File: config.mk
export PLATFORM = sky130hd
export DESIGN_NAME = analog_stick_nibble_serializer
export DESIGN_NICKNAME = d
export VERILOG_FILES = /design/src/sv/asns_pkg.sv /design/src/sv/asns_core.sv /design/src/sv/asns_rsp_reg.sv /design/src/sv/analog_stick_nibble_serializer.sv
export SDC_FILE = /design/constraint.sdc
export NUM_CORES = 1
export LEC_CHECK = 0
export ABC_AREA = 1
export BUFFER_PORTS_ARGS = -buffer_cell sky130_fd_sc_hd__clkbuf_2
export CAP_MARGIN = 20
export CORE_ASPECT_RATIO = 1.5
export CORE_MARGIN = 5
export CORE_UTILIZATION = 55
export DETAILED_ROUTE_END_ITERATION = 6
export PLACE_DENSITY = 0.8
export SETUP_SLACK_MARGIN = 0.2
export SLEW_MARGIN = 0
export SYNTH_ARGS = -nofsm -noshare
export SYNTH_HDL_FRONTEND = slang
export SYNTH_HIERARCHICAL = 1
export SYNTH_SLANG_ARGS = --single-unit
File: constraint.sdc
create_clock -name clk -period 4.7 [get_ports clk]
set_input_delay 0.235 -clock clk [delete_from_list [all_inputs] [get_ports clk]]
set_output_delay 0.235 -clock clk [all_outputs]
set_load 0.01 [all_outputs]
File: src/sv/asns_pkg.sv
// shared types, phase codes and nibble order for the analog stick serializer
package asns_pkg;

	localparam int unsigned FRAME_NIBBLES = 12;

	localparam logic [1:0] PH_IDLE  = 2'd0;
	localparam logic [1:0] PH_RESET = 2'd1;
	localparam logic [1:0] PH_FRAME = 2'd2;

	localparam logic KIND_COM  = 1'b0;
	localparam logic KIND_READ = 1'b1;

	localparam logic [7:0] IDLE_BYTE  = 8'hFF;
	localparam logic [7:0] RESET_BYTE = 8'h0F;

	// nibble slots within a frame
	localparam logic [3:0] NIB_BTN_HI = 4'd0;
	localparam logic [3:0] NIB_BTN_LO = 4'd1;
	localparam logic [3:0] NIB_Y_HI   = 4'd2;
	localparam logic [3:0] NIB_X_HI   = 4'd3;
	localparam logic [3:0] NIB_THR_HI = 4'd4;
	localparam logic [3:0] NIB_Y_LO   = 4'd6;
	localparam logic [3:0] NIB_X_LO   = 4'd7;
	localparam logic [3:0] NIB_THR_LO = 4'd8;

	typedef struct packed {
		logic       kind;
		logic       com_level;
		logic [7:0] buttons;
		logic [7:0] stick_x;
		logic [7:0] stick_y;
		logic [7:0] throttle;
	} item_t;

endpackage

File: src/sv/asns_core.sv
// phase state and nibble select, one item per step
module asns_core import asns_pkg::*; #(
	parameter int unsigned FRAME_SIZE = FRAME_NIBBLES
) (
	input  logic       clk,
	input  logic       arst_n,
	input  logic       step_en,
	input  item_t      item,
	output logic [7:0] data
);

	localparam logic [3:0] FRAME_LAST = 4'(FRAME_SIZE);

	logic [1:0] phase_q;
	logic [3:0] count_q;
	logic       strobe_q;
	logic       ack_q;
	logic       last_com_q;
	logic [3:0] nib;
	logic [3:0] count_inc;

	always_comb begin
		case (count_q)
			NIB_BTN_HI: nib = item.buttons[7:4];
			NIB_BTN_LO: nib = item.buttons[3:0];
			NIB_Y_HI:   nib = item.stick_y[7:4];
			NIB_X_HI:   nib = item.stick_x[7:4];
			NIB_THR_HI: nib = item.throttle[7:4];
			NIB_Y_LO:   nib = item.stick_y[3:0];
			NIB_X_LO:   nib = item.stick_x[3:0];
			NIB_THR_LO: nib = item.throttle[3:0];
			default:    nib = 4'd0;
		endcase
	end

	always_comb begin
		case (phase_q)
			PH_RESET: data = RESET_BYTE;
			PH_FRAME: data = {2'b00, ack_q, strobe_q, nib};
			default:  data = IDLE_BYTE;
		endcase
	end

	assign count_inc = count_q + 4'd1;

	always_ff @(posedge clk or negedge arst_n) begin
		if (!arst_n) begin
			phase_q    <= PH_IDLE;
			count_q    <= 4'd0;
			strobe_q   <= 1'b0;
			ack_q      <= 1'b0;
			last_com_q <= 1'b0;
		end else if (step_en) begin
			if (item.kind == KIND_COM) begin
				last_com_q <= item.com_level;
				if (!item.com_level) begin
					phase_q <= PH_RESET;
				end else if (phase_q == PH_RESET) begin
					phase_q  <= PH_FRAME;
					count_q  <= 4'd0;
					strobe_q <= 1'b1;
					ack_q    <= 1'b0;
				end
			end else if (phase_q == PH_FRAME) begin
				ack_q <= ~ack_q;
				if (ack_q) begin
					strobe_q <= ~strobe_q;
					count_q  <= count_inc;
					// frame done, or the count wrapped
					if (count_inc >= FRAME_LAST || count_inc == 4'd0) begin
						phase_q <= PH_IDLE;
					end
				end
			end
		end
	end

`ifndef SYNTH
	a_count_in_frame: assert property (@(posedge clk) disable iff (!arst_n)
		(phase_q == PH_FRAME) |-> (count_q < FRAME_LAST))
		else $error("nibble count past frame end");

	a_com_low_reset: assert property (@(posedge clk) disable iff (!arst_n)
		(step_en && item.kind == KIND_COM && !item.com_level) |=> (phase_q == PH_RESET))
		else $error("com low did not enter reset phase");

	a_ack_pairs: assert property (@(posedge clk) disable iff (!arst_n)
		(step_en && item.kind == KIND_READ && phase_q == PH_FRAME && !ack_q)
		|=> (ack_q && phase_q == PH_FRAME && $stable(count_q)))
		else $error("first read of a pair advanced the frame");

	a_last_com: assert property (@(posedge clk) disable iff (!arst_n)
		(step_en && item.kind == KIND_COM) |=> (last_com_q == $past(item.com_level)))
		else $error("com level not recorded");
`endif

endmodule

File: src/sv/asns_rsp_reg.sv
// result register on the response side
module asns_rsp_reg import asns_pkg::*; (
	input  logic       clk,
	input  logic       arst_n,
	input  logic       load,
	input  logic [7:0] load_data,
	output logic       load_ok,
	output logic       rsp_valid,
	input  logic       rsp_stall,
	output logic [7:0] rsp_byte
);

	logic       valid_q;
	logic [7:0] data_q;

	assign load_ok   = !valid_q || !rsp_stall;
	assign rsp_valid = valid_q;
	assign rsp_byte  = data_q;

	always_ff @(posedge clk or negedge arst_n) begin
		if (!arst_n) begin
			valid_q <= 1'b0;
		end else if (load) begin
			valid_q <= 1'b1;
		end else if (!rsp_stall) begin
			valid_q <= 1'b0;
		end
	end

	always_ff @(posedge clk) begin
		if (load) begin
			data_q <= load_data;
		end
	end

endmodule

File: src/sv/analog_stick_nibble_serializer.sv
// top level: analog stick nibble serializer for a game port
// a read item's byte passes the input register and then the result register to rsp_byte, held until taken
// one item per cycle while req_stall is low; the input register and the result register
//   keep the pipe full while the response side keeps taking items
// reset: arst_n clears the phase to idle, count, strobe, ack, last com and all valid flags
module analog_stick_nibble_serializer import asns_pkg::*; #(
	parameter int unsigned FRAME_SIZE = FRAME_NIBBLES
) (
	input  logic       clk,
	input  logic       arst_n,
	input  logic       req_valid,
	output logic       req_stall,
	input  logic       kind,
	input  logic       com_level,
	input  logic [7:0] buttons,
	input  logic [7:0] stick_x,
	input  logic [7:0] stick_y,
	input  logic [7:0] throttle,
	output logic       rsp_valid,
	input  logic       rsp_stall,
	output logic [7:0] rsp_byte
);

	// accepted item waiting for its step
	logic  valid_s1;
	item_t item_s1;

	logic       adv_s1;    // item in s1 steps the state this cycle
	logic       load_ok;   // result register can take a byte
	logic       accept;
	logic [7:0] step_data;

	// a com write never needs the result register, a read does
	assign adv_s1    = valid_s1 && (item_s1.kind == KIND_COM || load_ok);
	assign req_stall = valid_s1 && !adv_s1;
	assign accept    = req_valid && !req_stall;

	always_ff @(posedge clk or negedge arst_n) begin
		if (!arst_n) begin
			valid_s1 <= 1'b0;
		end else if (accept) begin
			valid_s1 <= 1'b1;
		end else if (adv_s1) begin
			valid_s1 <= 1'b0;
		end
	end

	always_ff @(posedge clk) begin
		if (accept) begin
			item_s1 <= '{kind: kind, com_level: com_level, buttons: buttons,
				stick_x: stick_x, stick_y: stick_y, throttle: throttle};
		end
	end

	// phase state machine and nibble select
	asns_core #(
		.FRAME_SIZE (FRAME_SIZE)
	) u_core (
		.clk     (clk),
		.arst_n  (arst_n),
		.step_en (adv_s1),
		.item    (item_s1),
		.data    (step_data)
	);

	// result register decouples the response stall from the state update
	asns_rsp_reg u_rsp (
		.clk       (clk),
		.arst_n    (arst_n),
		.load      (adv_s1 && item_s1.kind == KIND_READ),
		.load_data (step_data),
		.load_ok   (load_ok),
		.rsp_valid (rsp_valid),
		.rsp_stall (rsp_stall),
		.rsp_byte  (rsp_byte)
	);

`ifndef SYNTH
	a_empty_no_stall: assert property (@(posedge clk) disable iff (!arst_n)
		!valid_s1 |-> !req_stall)
		else $error("stall with empty input register");

	a_held_item: assert property (@(posedge clk) disable iff (!arst_n)
		(valid_s1 && !adv_s1) |=> (valid_s1 && $stable(item_s1)))
		else $error("blocked item lost");

	a_held_result: assert property (@(posedge clk) disable iff (!arst_n)
		(rsp_valid && rsp_stall) |=> (rsp_valid && $stable(rsp_byte)))
		else $error("stalled result changed");
`endif

endmodule
==> results.py, run 1 <==
metrics = {
    "status": {
        "status": "finished clean",
    },
    "yosys": {
        "synthesis.nets": 255,
        "synth_ff_type": "edfxtp_1",
        "synth_seq_cells": 52,
        "yosysUniqueCellTypes": 20,
        "async_flop_share_pct": 19.2,
        "netlist_area_um2": 2250,
        "syn_avg_cell_area_um2": 10.7,
        "yosysSeqAreaShare_pct": 67.2,
        "synthCells": 211,
        "synth-edff-count": 42,
        "yosys_warnings": 6,
    },
    "critical_path": {
        "worstPathArrival_ns": 1.78,
        "worst_setup_path_start_kind": "flop",
        "critPathMaxStageDelay_ns": 0.48,
        "criticalPathCategory": "flop to flop",
        "cp_slowest_cell": "dfrtp_1",
        "cp.required_ns": 4.76,
        "end_kind": "flop",
        "cp_max_fo": 7,
        "cp_common_cell": "nand2_1",
        "crit_chain": "inv_1, ha_1, inv_1, nor2_1, nand2_1, nand2_1, nor2_1, nand2_1, nand2_1, nand2_1",
    },
    "timing": {
        "fin_crit_ns": 1.72,
        "setup_tns_ns": 0,
        "slew_violations": 0,
        "rsz0062_at_grt": "false",
        "fin_skew_ns": 0.0110,
        "fin_crit_sh_pct": 36.6,
        "slew_headroom_pct": 77.1,
        "fmax_ghz": 0.581,
        "finalHoldViolations": 0,
        "whs_ns": 0.100,
        "finalSetupViolCount": 0,
        "tightest_slew_ns": 0.343,
    },
    "grt": {
        "track_usage_pct": 13.9,
        "antenna_found_initial": 0,
        "grt_max_degree": 35,
        "overflow": 0,
        "grt_pass1_vias": 1377,
        "grt_first_pass_wirelength_mm": 5.85,
    },
    "power_and_ir_drop": {
        "p_sw_share_pct": 31.9,
        "p_leak_nw": 1.24,
        "p_sw_mw": 0.406,
        "peakVddDrop_v": 0.000418,
        "p_clk_share_pct": 23.2,
        "power_frac_seq_pct": 49.6,
        "power_density_nw_per_um2": 476,
        "p_comb_share_pct": 27.2,
        "p_int_mw": 0.868,
    },
    "finish": {
        "fillCellCount": 326,
        "antenna_cells": 0,
        "syn2layout_area_growth_pct": 18.9,
        "nets": 309,
        "drive_above_1_share_pct": 26.3,
    },
    "die": {
        "core_um2": 3960,
        "start_util_pct": 56.8,
        "fp.dieH_um": 88.3,
        "io_pins": 48,
        "die-area_um2": 5490,
        "num_rows": 28,
        "die_w_um": 62.2,
    },
    "clock_network": {
        "htreeDepth": 2,
        "cts_tree": "built",
        "cts-resized-gates": 0,
        "clk_pin_slew_worst_paths_ns": 0.09,
        "clock_latency_ns": 0.31,
        "clk_path_buf_depth": 2,
        "clkSinkCount": 52,
        "cts.root.buffer_cell": "clkbuf_8",
        "cts_buffers": 5,
    },
    "detailed_routing": {
        "drcViolationCount": 0,
        "finalWirelength_mm": 3.70,
        "vias": 1540,
        "drt-initial-drc-count": 37,
        "vias_per_cell": 4.95,
        "antenna_left": 0,
        "post_drt_wl_per_cell_um": 11.9,
        "drt-pass1-iter-count": 4,
    },
    "place": {
        "dp_hpwl_mm": 2.85,
        "place.port_buffers": 47,
        "routabilityCongestion": 0.857,
    },
    "min_path": {
        "hold_path_class": "primary input to flop",
    },
    "job": {
        "max_cap_viol_count": 0,
    },
}
## synthesized netlist by cell type (2+ instances only)
master / instances / area [um2]
buf_4: 2 / 15.0
dfrtp_1: 10 / 250
nand3_1: 9 / 45.0
edfxtp_1: 42 / 1260
inv_1: 24 / 90.1
a21oi_1: 3 / 15.0
inv_2: 4 / 15.0
nand2_2: 4 / 25.0
o21ai_1: 3 / 15.0
o21ai_0: 5 / 25.0
o21ai_2: 2 / 17.5
nand2_1: 67 / 251
nand4_1: 6 / 37.5
ha_1: 6 / 75.1
nor2_1: 19 / 71.3
## sequential cells by signal (all words and copies together), names as in the netlist
register,count
item_s1,34
u_core/ack_q,1
u_core/count_q,4
u_core/phase_q,2
u_core/strobe_q,1
u_rsp/rsp_byte,8
u_rsp/rsp_valid,1
valid_s1,1
## worst max-delay path: cells and delay by family, from the launching register on
family | cells | cell delay [ns]
AND/OR/NAND/NOR | 7 | 0.53
adder cells (fa/ha/maj) | 1 | 0.27
flip-flops | 1 | 0.48
buffers and inverters | 2 | 0.20
## logic make-up after synthesis
kind of cell | Yosys count | share of synthesized area [%]
adder cells (fa/ha/maj) | 6 | 3.34
AND/OR/NAND/NOR | 109 | 20.6
flip-flops | 52 | 67.2
AO/OA/AOI/OAI | 14 | 3.51
buffers and inverters | 30 | 5.34
## power groups by stage
stage | Combinational, mW | Clock, mW | Sequential (mW)
finish | 0.347 | 0.295 | 0.632
floorplan | 0.253 | 0 | 0.640
detailed placement | 0.341 | 0 | 0.643
global route | 0.399 | 0.316 | 0.642
global placement | 0.335 | 0 | 0.640
CTS | 0.345 | 0.304 | 0.633
## cell usage in the layout, fill, tap and decap left out
cell type / n
clkinv_2: 1
dlygate4sd3_1: 1
a21oi_1: 3
o21ai_1: 3
nand3_2: 1
o21ai_0: 5
bufinv_16: 1
or2_2: 1
nand3_1: 9
buf_16: 1
o21ai_2: 2
nor2_1: 19
clkbuf_8: 5
clkinvlp_4: 1
nor2_2: 1
nand2_1: 67
o22ai_1: 1
ha_1: 6
inv_1: 24
edfxtp_1: 42
nor3_2: 1
inv_2: 4
nand2_2: 4
dfrtp_1: 10
nand4_1: 6
clkbuf_2: 47
## area by class of cell
class / instances / area, um2 / area share, %
Sequential cell: 52 / 1510 / 56.5
Multi-Input combinational cell: 129 / 617 / 23.1
Timing Repair Buffer: 49 / 273 / 10.2
Inverter: 28 / 105 / 3.93
Clock buffer: 5 / 68.8 / 2.57
Tap cell: 45 / 56.3 / 2.11
Clock inverter: 3 / 42.5 / 1.59
## per-stage QoR
| stage | power, mW | worst slack (ns) | cells | area (um2) | util, % |
|---|---|---|---|---|---|
| CTS | 1.28 | 2.66 | 310 | 2650 | 66.8 |
| floorplan | 0.893 | 2.96 | 211 | 2250 | - |
| global placement | 0.975 | 2.75 | 301 | 2520 | 63.8 |
| global route | 1.36 | 2.79 | 311 | 2670 | 67.5 |
| finish | 1.27 | 2.98 | 311 | 2670 | 67.5 |
| detailed placement | 0.984 | 2.68 | 301 | 2520 | 63.8 |
## worst paths after layout
check                                         end  slack (ns)  depth (start not counted)               from
max in group asynchronous       u_core/count_q[0]        4.16                          2             arst_n
worst min-delay path                  item_s1[25]        0.10                          1         buttons[1]
worst max-delay path            u_rsp/rsp_byte[2]        2.98                         10  u_core/count_q[0]
worst max register to register  u_rsp/rsp_byte[2]        2.98                         10  u_core/count_q[0]
min in group asynchronous       u_core/count_q[3]        0.33                          2             arst_n
worst min register to register    u_core/strobe_q        0.48                          1    u_core/strobe_q
## routing by layer
metal / track usage, % / routed length (um) / up-vias
met4: 8.48 / 72 / 0
met5: 0 / 0 / -
met3: 4.07 / 265 / 6
met2: 25.6 / 2020 / 45
met1: 13.7 / 1340 / 692
li1: - / - / 797
## repair_timing
| action | in CTS | in global routing |
|---|---|---|
| hold buffers | 1 | 0 |
| setup buffers | 0 | 0 |
| endpoints found under the hold margin | 10 | 0 |
Note: power is estimated with default switching activity, not from simulation.
==> inputs of run 2 (changes only) <==
--- a/config.mk
+++ b/config.mk
@@ -5,14 +5,14 @@
 export SDC_FILE = /design/constraint.sdc
 export NUM_CORES = 1
 export LEC_CHECK = 0
-export ABC_AREA = 1
+export ABC_AREA = 0
 export BUFFER_PORTS_ARGS = -buffer_cell sky130_fd_sc_hd__clkbuf_2
 export CAP_MARGIN = 20
 export CORE_ASPECT_RATIO = 1.5
 export CORE_MARGIN = 5
-export CORE_UTILIZATION = 55
+export CORE_UTILIZATION = 54
 export DETAILED_ROUTE_END_ITERATION = 6
-export PLACE_DENSITY = 0.8
+export PLACE_DENSITY = 0.79
 export SETUP_SLACK_MARGIN = 0.2
 export SLEW_MARGIN = 0
 export SYNTH_ARGS = -nofsm -noshare
==> constraint.sdc (replaced) <==
create_clock -name clk -period 1.6 [get_ports clk]
set_input_delay 0.08 -clock clk [delete_from_list [all_inputs] [get_ports clk]]
set_output_delay 0.08 -clock clk [all_outputs]
set_load 0.01 [all_outputs]
==> results.py, run 2 <==
metrics = {
    "status": {
        "status": "finished with violations",
        "violations": "setup timing",
    },
    "grt": {
        "antenna_found_initial": 0,
        "met2_usage_pct": 36.8,
        "grt_busiest_layer": "met2",
        "grt_first_pass_wirelength_mm": 8.63,
        "grt_max_degree": 18,
        "overflow": 0,
        "grt_pass1_vias": 1766,
        "grt.met1_usage_pct": 23.7,
        "track_usage_pct": 20.2,
        "grt_util_met3_pct": 3.90,
    },
    "place": {
        "routabilityCongestion": 0.840,
        "dpl_worst_slack_ns": -0.142,
        "place.port_buffers": 47,
        "dp_hpwl_mm": 2.98,
    },
    "detailed_routing": {
        "vias_per_cell": 5.62,
        "drt-pass1-iter-count": 4,
        "drcViolationCount": 0,
        "drt-initial-drc-count": 141,
        "antenna_left": 0,
        "finalWirelength_mm": 5.60,
        "post_drt_wl_per_cell_um": 17.3,
        "vias": 1816,
    },
    "die": {
        "core_um2": 4170,
        "start_util_pct": 54.5,
        "num_rows": 29,
        "die_w_um": 63.0,
        "fp.dieH_um": 89.5,
        "io_pins": 48,
        "die-area_um2": 5630,
    },
    "yosys": {
        "synthMuxAreaShare_pct": 2.09,
        "yosysMostFrequentCell": "edfxtp_1",
        "syn_avg_cell_area_um2": 13.3,
        "synth_compound_area_share_pct": 12.9,
        "synth-edff-count": 42,
        "synthesis.nets": 215,
        "synth_seq_cells": 52,
        "netlist_area_um2": 2270,
        "synth_ff_type": "edfxtp_1",
        "yosysUniqueCellTypes": 41,
        "synthCells": 171,
        "async_flop_share_pct": 19.2,
        "ys_top_cells_by_count": "42 x edfxtp_1, 14 x nand2_1, 13 x o21ai_0",
        "synth_top_family_by_area": "compound AO/OA/AOI/OAI gates",
        "yosysSeqAreaShare_pct": 66.5,
        "synth-simple-area-share_pct": 10.6,
        "yosys_warnings": 6,
        "yosysTopAreaCellShare_pct": 55.5,
        "yosys.area_share.adder_pct": 3.30,
        "yosysTopAreaCell": "edfxtp_1",
        "synth-xor-area-share_pct": 0.385,
        "ys_top_cells_by_area": "edfxtp_1 55%, dfrtp_1 11%, ha_1 3.3%",
    },
    "timing": {
        "fin_crit_sh_pct": 107,
        "tightest_slew_ns": 0.425,
        "slew_violations": 0,
        "finalSetupViolCount": 3,
        "fmax_ghz": 0.585,
        "setup_ws_ns": -0.109,
        "rsz0062_at_grt": "true",
        "fin_skew_ns": 0.00823,
        "fin_crit_ns": 1.71,
        "finalHoldViolations": 0,
        "slew_headroom_pct": 71.7,
    },
    "clock_network": {
        "clock_latency_ns": 0.31,
        "clk_path_buf_depth": 2,
        "cts_tree": "built",
        "cts.root.buffer_cell": "clkbuf_8",
        "clkSinkCount": 52,
        "cts_buffers": 5,
        "htreeDepth": 2,
        "clk_pin_slew_worst_paths_ns": 0.09,
    },
    "power_and_ir_drop": {
        "p_sw_mw": 1.23,
        "p_comb_share_pct": 32.4,
        "p_int_mw": 2.76,
        "peakVddDrop_v": 0.00107,
        "p_sw_share_pct": 30.9,
        "p_clk_share_pct": 22.7,
        "p_leak_nw": 1.37,
        "power_density_nw_per_um2": 1210,
        "power_frac_seq_pct": 44.9,
    },
    "finish": {
        "nets": 320,
        "fin_util_pct": 79.0,
        "drive_above_1_share_pct": 42.2,
        "layout_commonest_cell": "clkbuf_2",
        "multi_input_area_um2": 796,
        "final_cell_mix": "46 x clkbuf_2, 42 x edfxtp_1, 35 x dlygate4sd3_1",
        "syn2layout_area_growth_pct": 45.1,
        "area.sequential_um2": 1510,
        "fillCellCount": 244,
        "top_register": "item_s1",
        "antenna_cells": 0,
        "largest_reg_flops": 34,
    },
    "critical_path": {
        "criticalPathCategory": "flop to flop",
        "cp_max_fo": 4,
        "cp.required_ns": 1.66,
        "rrSetupSlack_ns": -0.11,
        "end_kind": "flop",
        "worstPathArrival_ns": 1.77,
        "worst_setup_path_start_kind": "flop",
    },
    "min_path": {
        "hold_path_class": "primary input to flop",
    },
    "job": {
        "max_cap_viol_count": 0,
    },
}
-- run 2: changes by cell type in the layout (fill, tap and decap cells not counted), moves of 5 or more --
cell / delta
inv_1: -20
ha_1: -6
buf_4: +22
dlygate4sd3_1: +34
a21oi_1: +5
nand4_1: -5
nand2_1: -56
nor2_1: -15
-- run 2: final timing paths --
kind / startpoint / end / depth (start not counted)
setup / recovery: u_core/count_q[0] / u_rsp/rsp_byte[2] / 7
min in group asynchronous: arst_n / u_core/ack_q / 2
max in group asynchronous: arst_n / u_core/count_q[0] / 2
hold / removal: req_valid / valid_s1 / 2
setup reg to reg: u_core/count_q[0] / u_rsp/rsp_byte[2] / 7
hold reg to reg: u_core/strobe_q / u_core/strobe_q / 1
-- run 2: layout make-up --
| class | instances | area share [%] |
|---|---|---|
| repair buffers | 107 | 23.8 |
| clock inverters | 3 | 1.29 |
| clock buffers | 5 | 2.09 |
| multi-input cells | 101 | 24.1 |
| well taps | 46 | 1.75 |
| inverters | 9 | 1.02 |
| flip-flops and latches | 52 | 45.9 |
-- run 2: cell families after synthesis --
group / Yosys count
muxes: 4
and+or+nand+nor: 44
AOI/OAI and AO/OA: 45
xor gates and xnor gates: 1
buffers and inverters: 19
adders and majority gates: 6
DFF: 52
-- run 2: per-stage QoR --
stage / cell area, um2 / cells / power [mW] / hold slack, ns / setup TNS [ns]
floorplan: 2290 / 171 / 2.40 / -0.216 / -0.337
global placement: 2650 / 272 / 2.69 / -0.0370 / -0.163
detailed placement: 2650 / 272 / 2.72 / -0.0346 / -0.559
CTS: 3180 / 318 / 3.78 / 0.0256 / -0.0713
global route: 3300 / 323 / 4.19 / 0.0168 / -0.657
finish: 3300 / 323 / 3.99 / 0.0133 / -0.238
-- run 2: power groups by stage --
stage               sequential (mW)  clock (mW)  combinational (mW)
floorplan                      1.79           0               0.607
global placement               1.78           0               0.908
detailed placement             1.79           0               0.932
CTS                            1.78       0.898                1.11
global route                   1.82       0.965                1.41
finish                         1.79       0.906                1.29
-- run 2: repair_timing --
action / CTS / global route
pin swaps: 15 / 9
setup endpoints to repair: 42 / 11
gates resized for setup: 16 / 27
hold buffers: 36 / 0
setup buffers: 1 / 5
endpoints found under the hold margin: 45 / 0
cloned: 1 / 0
-- run 2: layer usage --
metal / vias up / wire [um]
li1: 843 / -
met1: 878 / 2100
met2: 81 / 3030
met3: 14 / 350
met4: 0 / 125
met5: - / 0
-- run 2: critical path: stages, from the launching register on --
cell and delay (ns):
dfrtp_2 0.44, inv_2 0.07, ha_4 0.17, a222oi_1 0.32, nor2_1 0.10, a31oi_1 0.16
o22a_1 0.16, o21ai_1 0.05
==> inputs of run 3 (changes only) <==
--- a/config.mk
+++ b/config.mk
@@ -10,12 +10,11 @@
 export CAP_MARGIN = 20
 export CORE_ASPECT_RATIO = 1.5
 export CORE_MARGIN = 5
-export CORE_UTILIZATION = 54
+export CORE_UTILIZATION = 53
 export DETAILED_ROUTE_END_ITERATION = 6
-export PLACE_DENSITY = 0.79
+export PLACE_DENSITY = 0.78
 export SETUP_SLACK_MARGIN = 0.2
 export SLEW_MARGIN = 0
 export SYNTH_ARGS = -nofsm -noshare
 export SYNTH_HDL_FRONTEND = slang
-export SYNTH_HIERARCHICAL = 1
 export SYNTH_SLANG_ARGS = --single-unit
==> constraint.sdc (replaced) <==
create_clock -name clk -period 1.9 [get_ports clk]
set_input_delay 0.095 -clock clk [delete_from_list [all_inputs] [get_ports clk]]
set_output_delay 0.095 -clock clk [all_outputs]
set_load 0.01 [all_outputs]
==> results.py, run 3 <==
metrics = {
    "grt": {
        "antenna_found_initial": 0,
        "track_usage_pct": 20.5,
        "overflow": 0,
        "grt_max_degree": 35,
        "grt_pass1_vias": 1788,
        "grt_first_pass_wirelength_mm": 8.65,
    },
    "timing": {
        "fin_crit_sh_pct": 98.9,
        "rsz0062_at_grt": "true",
        "slew_violations": 0,
        "whs_ns": 0.129,
        "fin_crit_ns": 1.88,
        "finalHoldViolations": 0,
        "slew_headroom_pct": 70.8,
        "tightest_slew_ns": 0.438,
        "fmax_ghz": 0.532,
        "fin_skew_ns": 0.00588,
        "finalSetupViolCount": 0,
    },
    "die": {
        "start_util_pct": 55.2,
        "die-area_um2": 5540,
        "io_pins": 48,
        "die_w_um": 62.4,
        "fp.dieH_um": 88.7,
        "core_um2": 3960,
        "num_rows": 28,
    },
    "power_and_ir_drop": {
        "power_density_nw_per_um2": 927,
        "p_leak_nw": 1.26,
        "peakVddDrop_v": 0.000819,
    },
    "clock_network": {
        "clk_path_buf_depth": 2,
        "clk_pin_slew_worst_paths_ns": 0.09,
        "clock_latency_ns": 0.31,
        "htreeDepth": 2,
        "cts.root.buffer_cell": "clkbuf_8",
        "cts_tree": "built",
        "clkSinkCount": 51,
        "cts_buffers": 5,
    },
    "critical_path": {
        "criticalPathCategory": "flop to flop",
        "cp_slowest_cell": "or4b_4",
        "critPathMaxStageDelay_ns": 0.53,
        "worst_setup_path_start_kind": "flop",
        "cp_max_fo": 8,
        "end_kind": "flop",
        "rrSetupSlack_ns": 0.02,
        "crit_buf_inv": 1,
        "crit_family": "simple AND/OR/NAND/NOR gates",
        "cp.required_ns": 1.95,
        "rr_worst_depth": 6,
        "worstPathArrival_ns": 1.93,
        "regToRegEndpoint": "u_rsp.rsp_byte[3]",
        "rr_startpoint": "u_core.count_q[0]",
        "crit_chain": "inv_4, ha_4, or4b_4, o2111ai_4, a2111o_1, nand3_2",
    },
    "yosys": {
        "netlist_area_um2": 2190,
        "yosys.area_share.adder_pct": 3.43,
        "yosysMostFrequentCell": "edfxtp_1",
        "synth-edff-count": 41,
        "ys_top_cells_by_count": "41 x edfxtp_1, 10 x dfrtp_1, 9 x inv_1, 9 x nand2_1, 8 x o21ai_0",
        "synth_seq_cells": 51,
        "synthesis.nets": 196,
        "synth_top_family_by_area": "compound AO/OA/AOI/OAI gates",
        "synth_ff_type": "edfxtp_1",
        "ys_top_cells_by_area": "edfxtp_1 56%, dfrtp_1 11%, ha_1 3.4%",
        "synth-xor-area-share_pct": 0,
        "synthCells": 152,
        "yosysTopAreaCellShare_pct": 56.3,
        "yosys_warnings": 0,
        "syn_avg_cell_area_um2": 14.4,
        "yosysTopAreaCell": "edfxtp_1",
        "synth-simple-area-share_pct": 9.27,
        "synth_compound_area_share_pct": 15.0,
        "async_flop_share_pct": 19.6,
        "synthMuxAreaShare_pct": 1.43,
        "yosysUniqueCellTypes": 42,
        "yosysSeqAreaShare_pct": 67.8,
    },
    "detailed_routing": {
        "antenna_left": 0,
        "post_drt_wl_per_cell_um": 17.9,
        "drcViolationCount": 0,
        "vias": 1693,
        "drt-pass1-iter-count": 4,
        "drt-initial-drc-count": 101,
        "finalWirelength_mm": 5.28,
        "vias_per_cell": 5.74,
    },
    "place": {
        "dpl-instance-area_um2": 2560,
        "place_inst": 245,
        "place.port_buffers": 47,
        "dp_hpwl_mm": 3.30,
        "routabilityCongestion": 0.864,
    },
    "finish": {
        "drive_above_1_share_pct": 36.8,
        "top_register": "item_s1",
        "layout_commonest_cell": "clkbuf_2",
        "final_cell_mix": "47 x clkbuf_2, 41 x edfxtp_1, 36 x dlygate4sd3_1",
        "design_area_um2": 3100,
        "syn2layout_area_growth_pct": 42.0,
        "finalNonFillerCells": 295,
        "largest_reg_flops": 34,
        "antenna_cells": 0,
        "nets": 293,
    },
    "job": {
        "max_cap_viol_count": 0,
    },
    "status": {
        "status": "finished clean",
    },
    "min_path": {
        "min_path_cells": 3,
        "hold_path.startpoint": "rsp_stall",
        "hold-path-endpoint": "u_rsp.rsp_valid",
        "hold_path_class": "primary input to flop",
    },
}
==> run 3: cell count changes after synthesis, moves of 4 or more <==
cell	delta
a222oi_1	+4
o21ai_0	-5
a21oi_1	-7
nand3_1	-4
nand3b_1	-4
a22o_1	+4
nand2_1	-5
==> run 3: layer usage <==
layer	vias up	part of all wire [%]	track usage [%]
met3	11	5.4	4.45
met5	-	0	0
met1	829	36	21.2
li1	787	-	-
met2	66	57	39.0
met4	0	2.3	9.85
==> run 3: cell families after synthesis <==
kind of cell,after synthesis
mux,3
simple gates,35
compound gates,41
fa+ha+maj,6
buf+inv,16
flops,51
==> run 3: how the worst max path moves through the flow <==
stage	from	end	slack [ns]	cells after the start
5_1_grt	u_core.count_q[1]	u_rsp.rsp_byte[0]	-0.07	7
3_5_place_dp	u_core.count_q[1]	u_rsp.rsp_byte[3]	-0.003	6
6_report	u_core.count_q[0]	u_rsp.rsp_byte[3]	0.02	6
3_3_place_gp	u_core.count_q[1]	u_rsp.rsp_byte[1]	0.09	6
2_1_floorplan	u_core.count_q[0]	u_rsp.rsp_byte[1]	0.13	7
4_1_cts	u_core.count_q[1]	u_rsp.rsp_byte[3]	0.07	5
==> run 3: power breakdown <==
group | switching (mW) | internal (mW) | total (mW) | leakage [nW]
registers | 0.0955 | 1.38 | 1.47 | 0.511
logic | 0.397 | 0.390 | 0.787 | 0.711
clock network | 0.359 | 0.257 | 0.616 | 0.0418
==> run 3: final cells by class <==
type                       instances  area [um2]
clock buffer                       5        68.8
clock inverter                     3        20.0
fill                             217         856
inverter                           9        36.3
multi-input combinational         85         714
sequential                        51        1490
tap                               45        56.3
timing repair buffer              97         721
==> run 3: per-stage QoR <==
stage,setup slack (ns),total power [mW],TNS (ns),util (%)
final,0.0218,2.88,0,78.4
after global routing,-0.0697,3.02,-0.180,78.4
after CTS,0.0686,2.82,0,77.2
after detailed placement,-0.00276,2.11,-0.00276,64.6
after global placement,0.0912,2.06,0,64.6
after floorplan,0.126,1.88,0,-
==> run 3: timing repair <==
| item | CTS | global route |
|---|---|---|
| hold buffers | 36 | 0 |
| buffers inserted | 2 | 4 |
| resized for setup | 8 | 10 |
| pin swaps | 7 | 10 |
| endpoints found under the setup margin | 8 | 10 |
| hold endpoints to repair | 45 | 0 |
==> run 3: worst reg2reg max path: cells and delay by family, from the launching register on <==
kind / cells / cell delay [ns]
fa+ha+maj: 1 / 0.20
compound gates: 2 / 0.26
buf+inv: 1 / 0.08
simple gates: 2 / 0.61
flops: 1 / 0.47
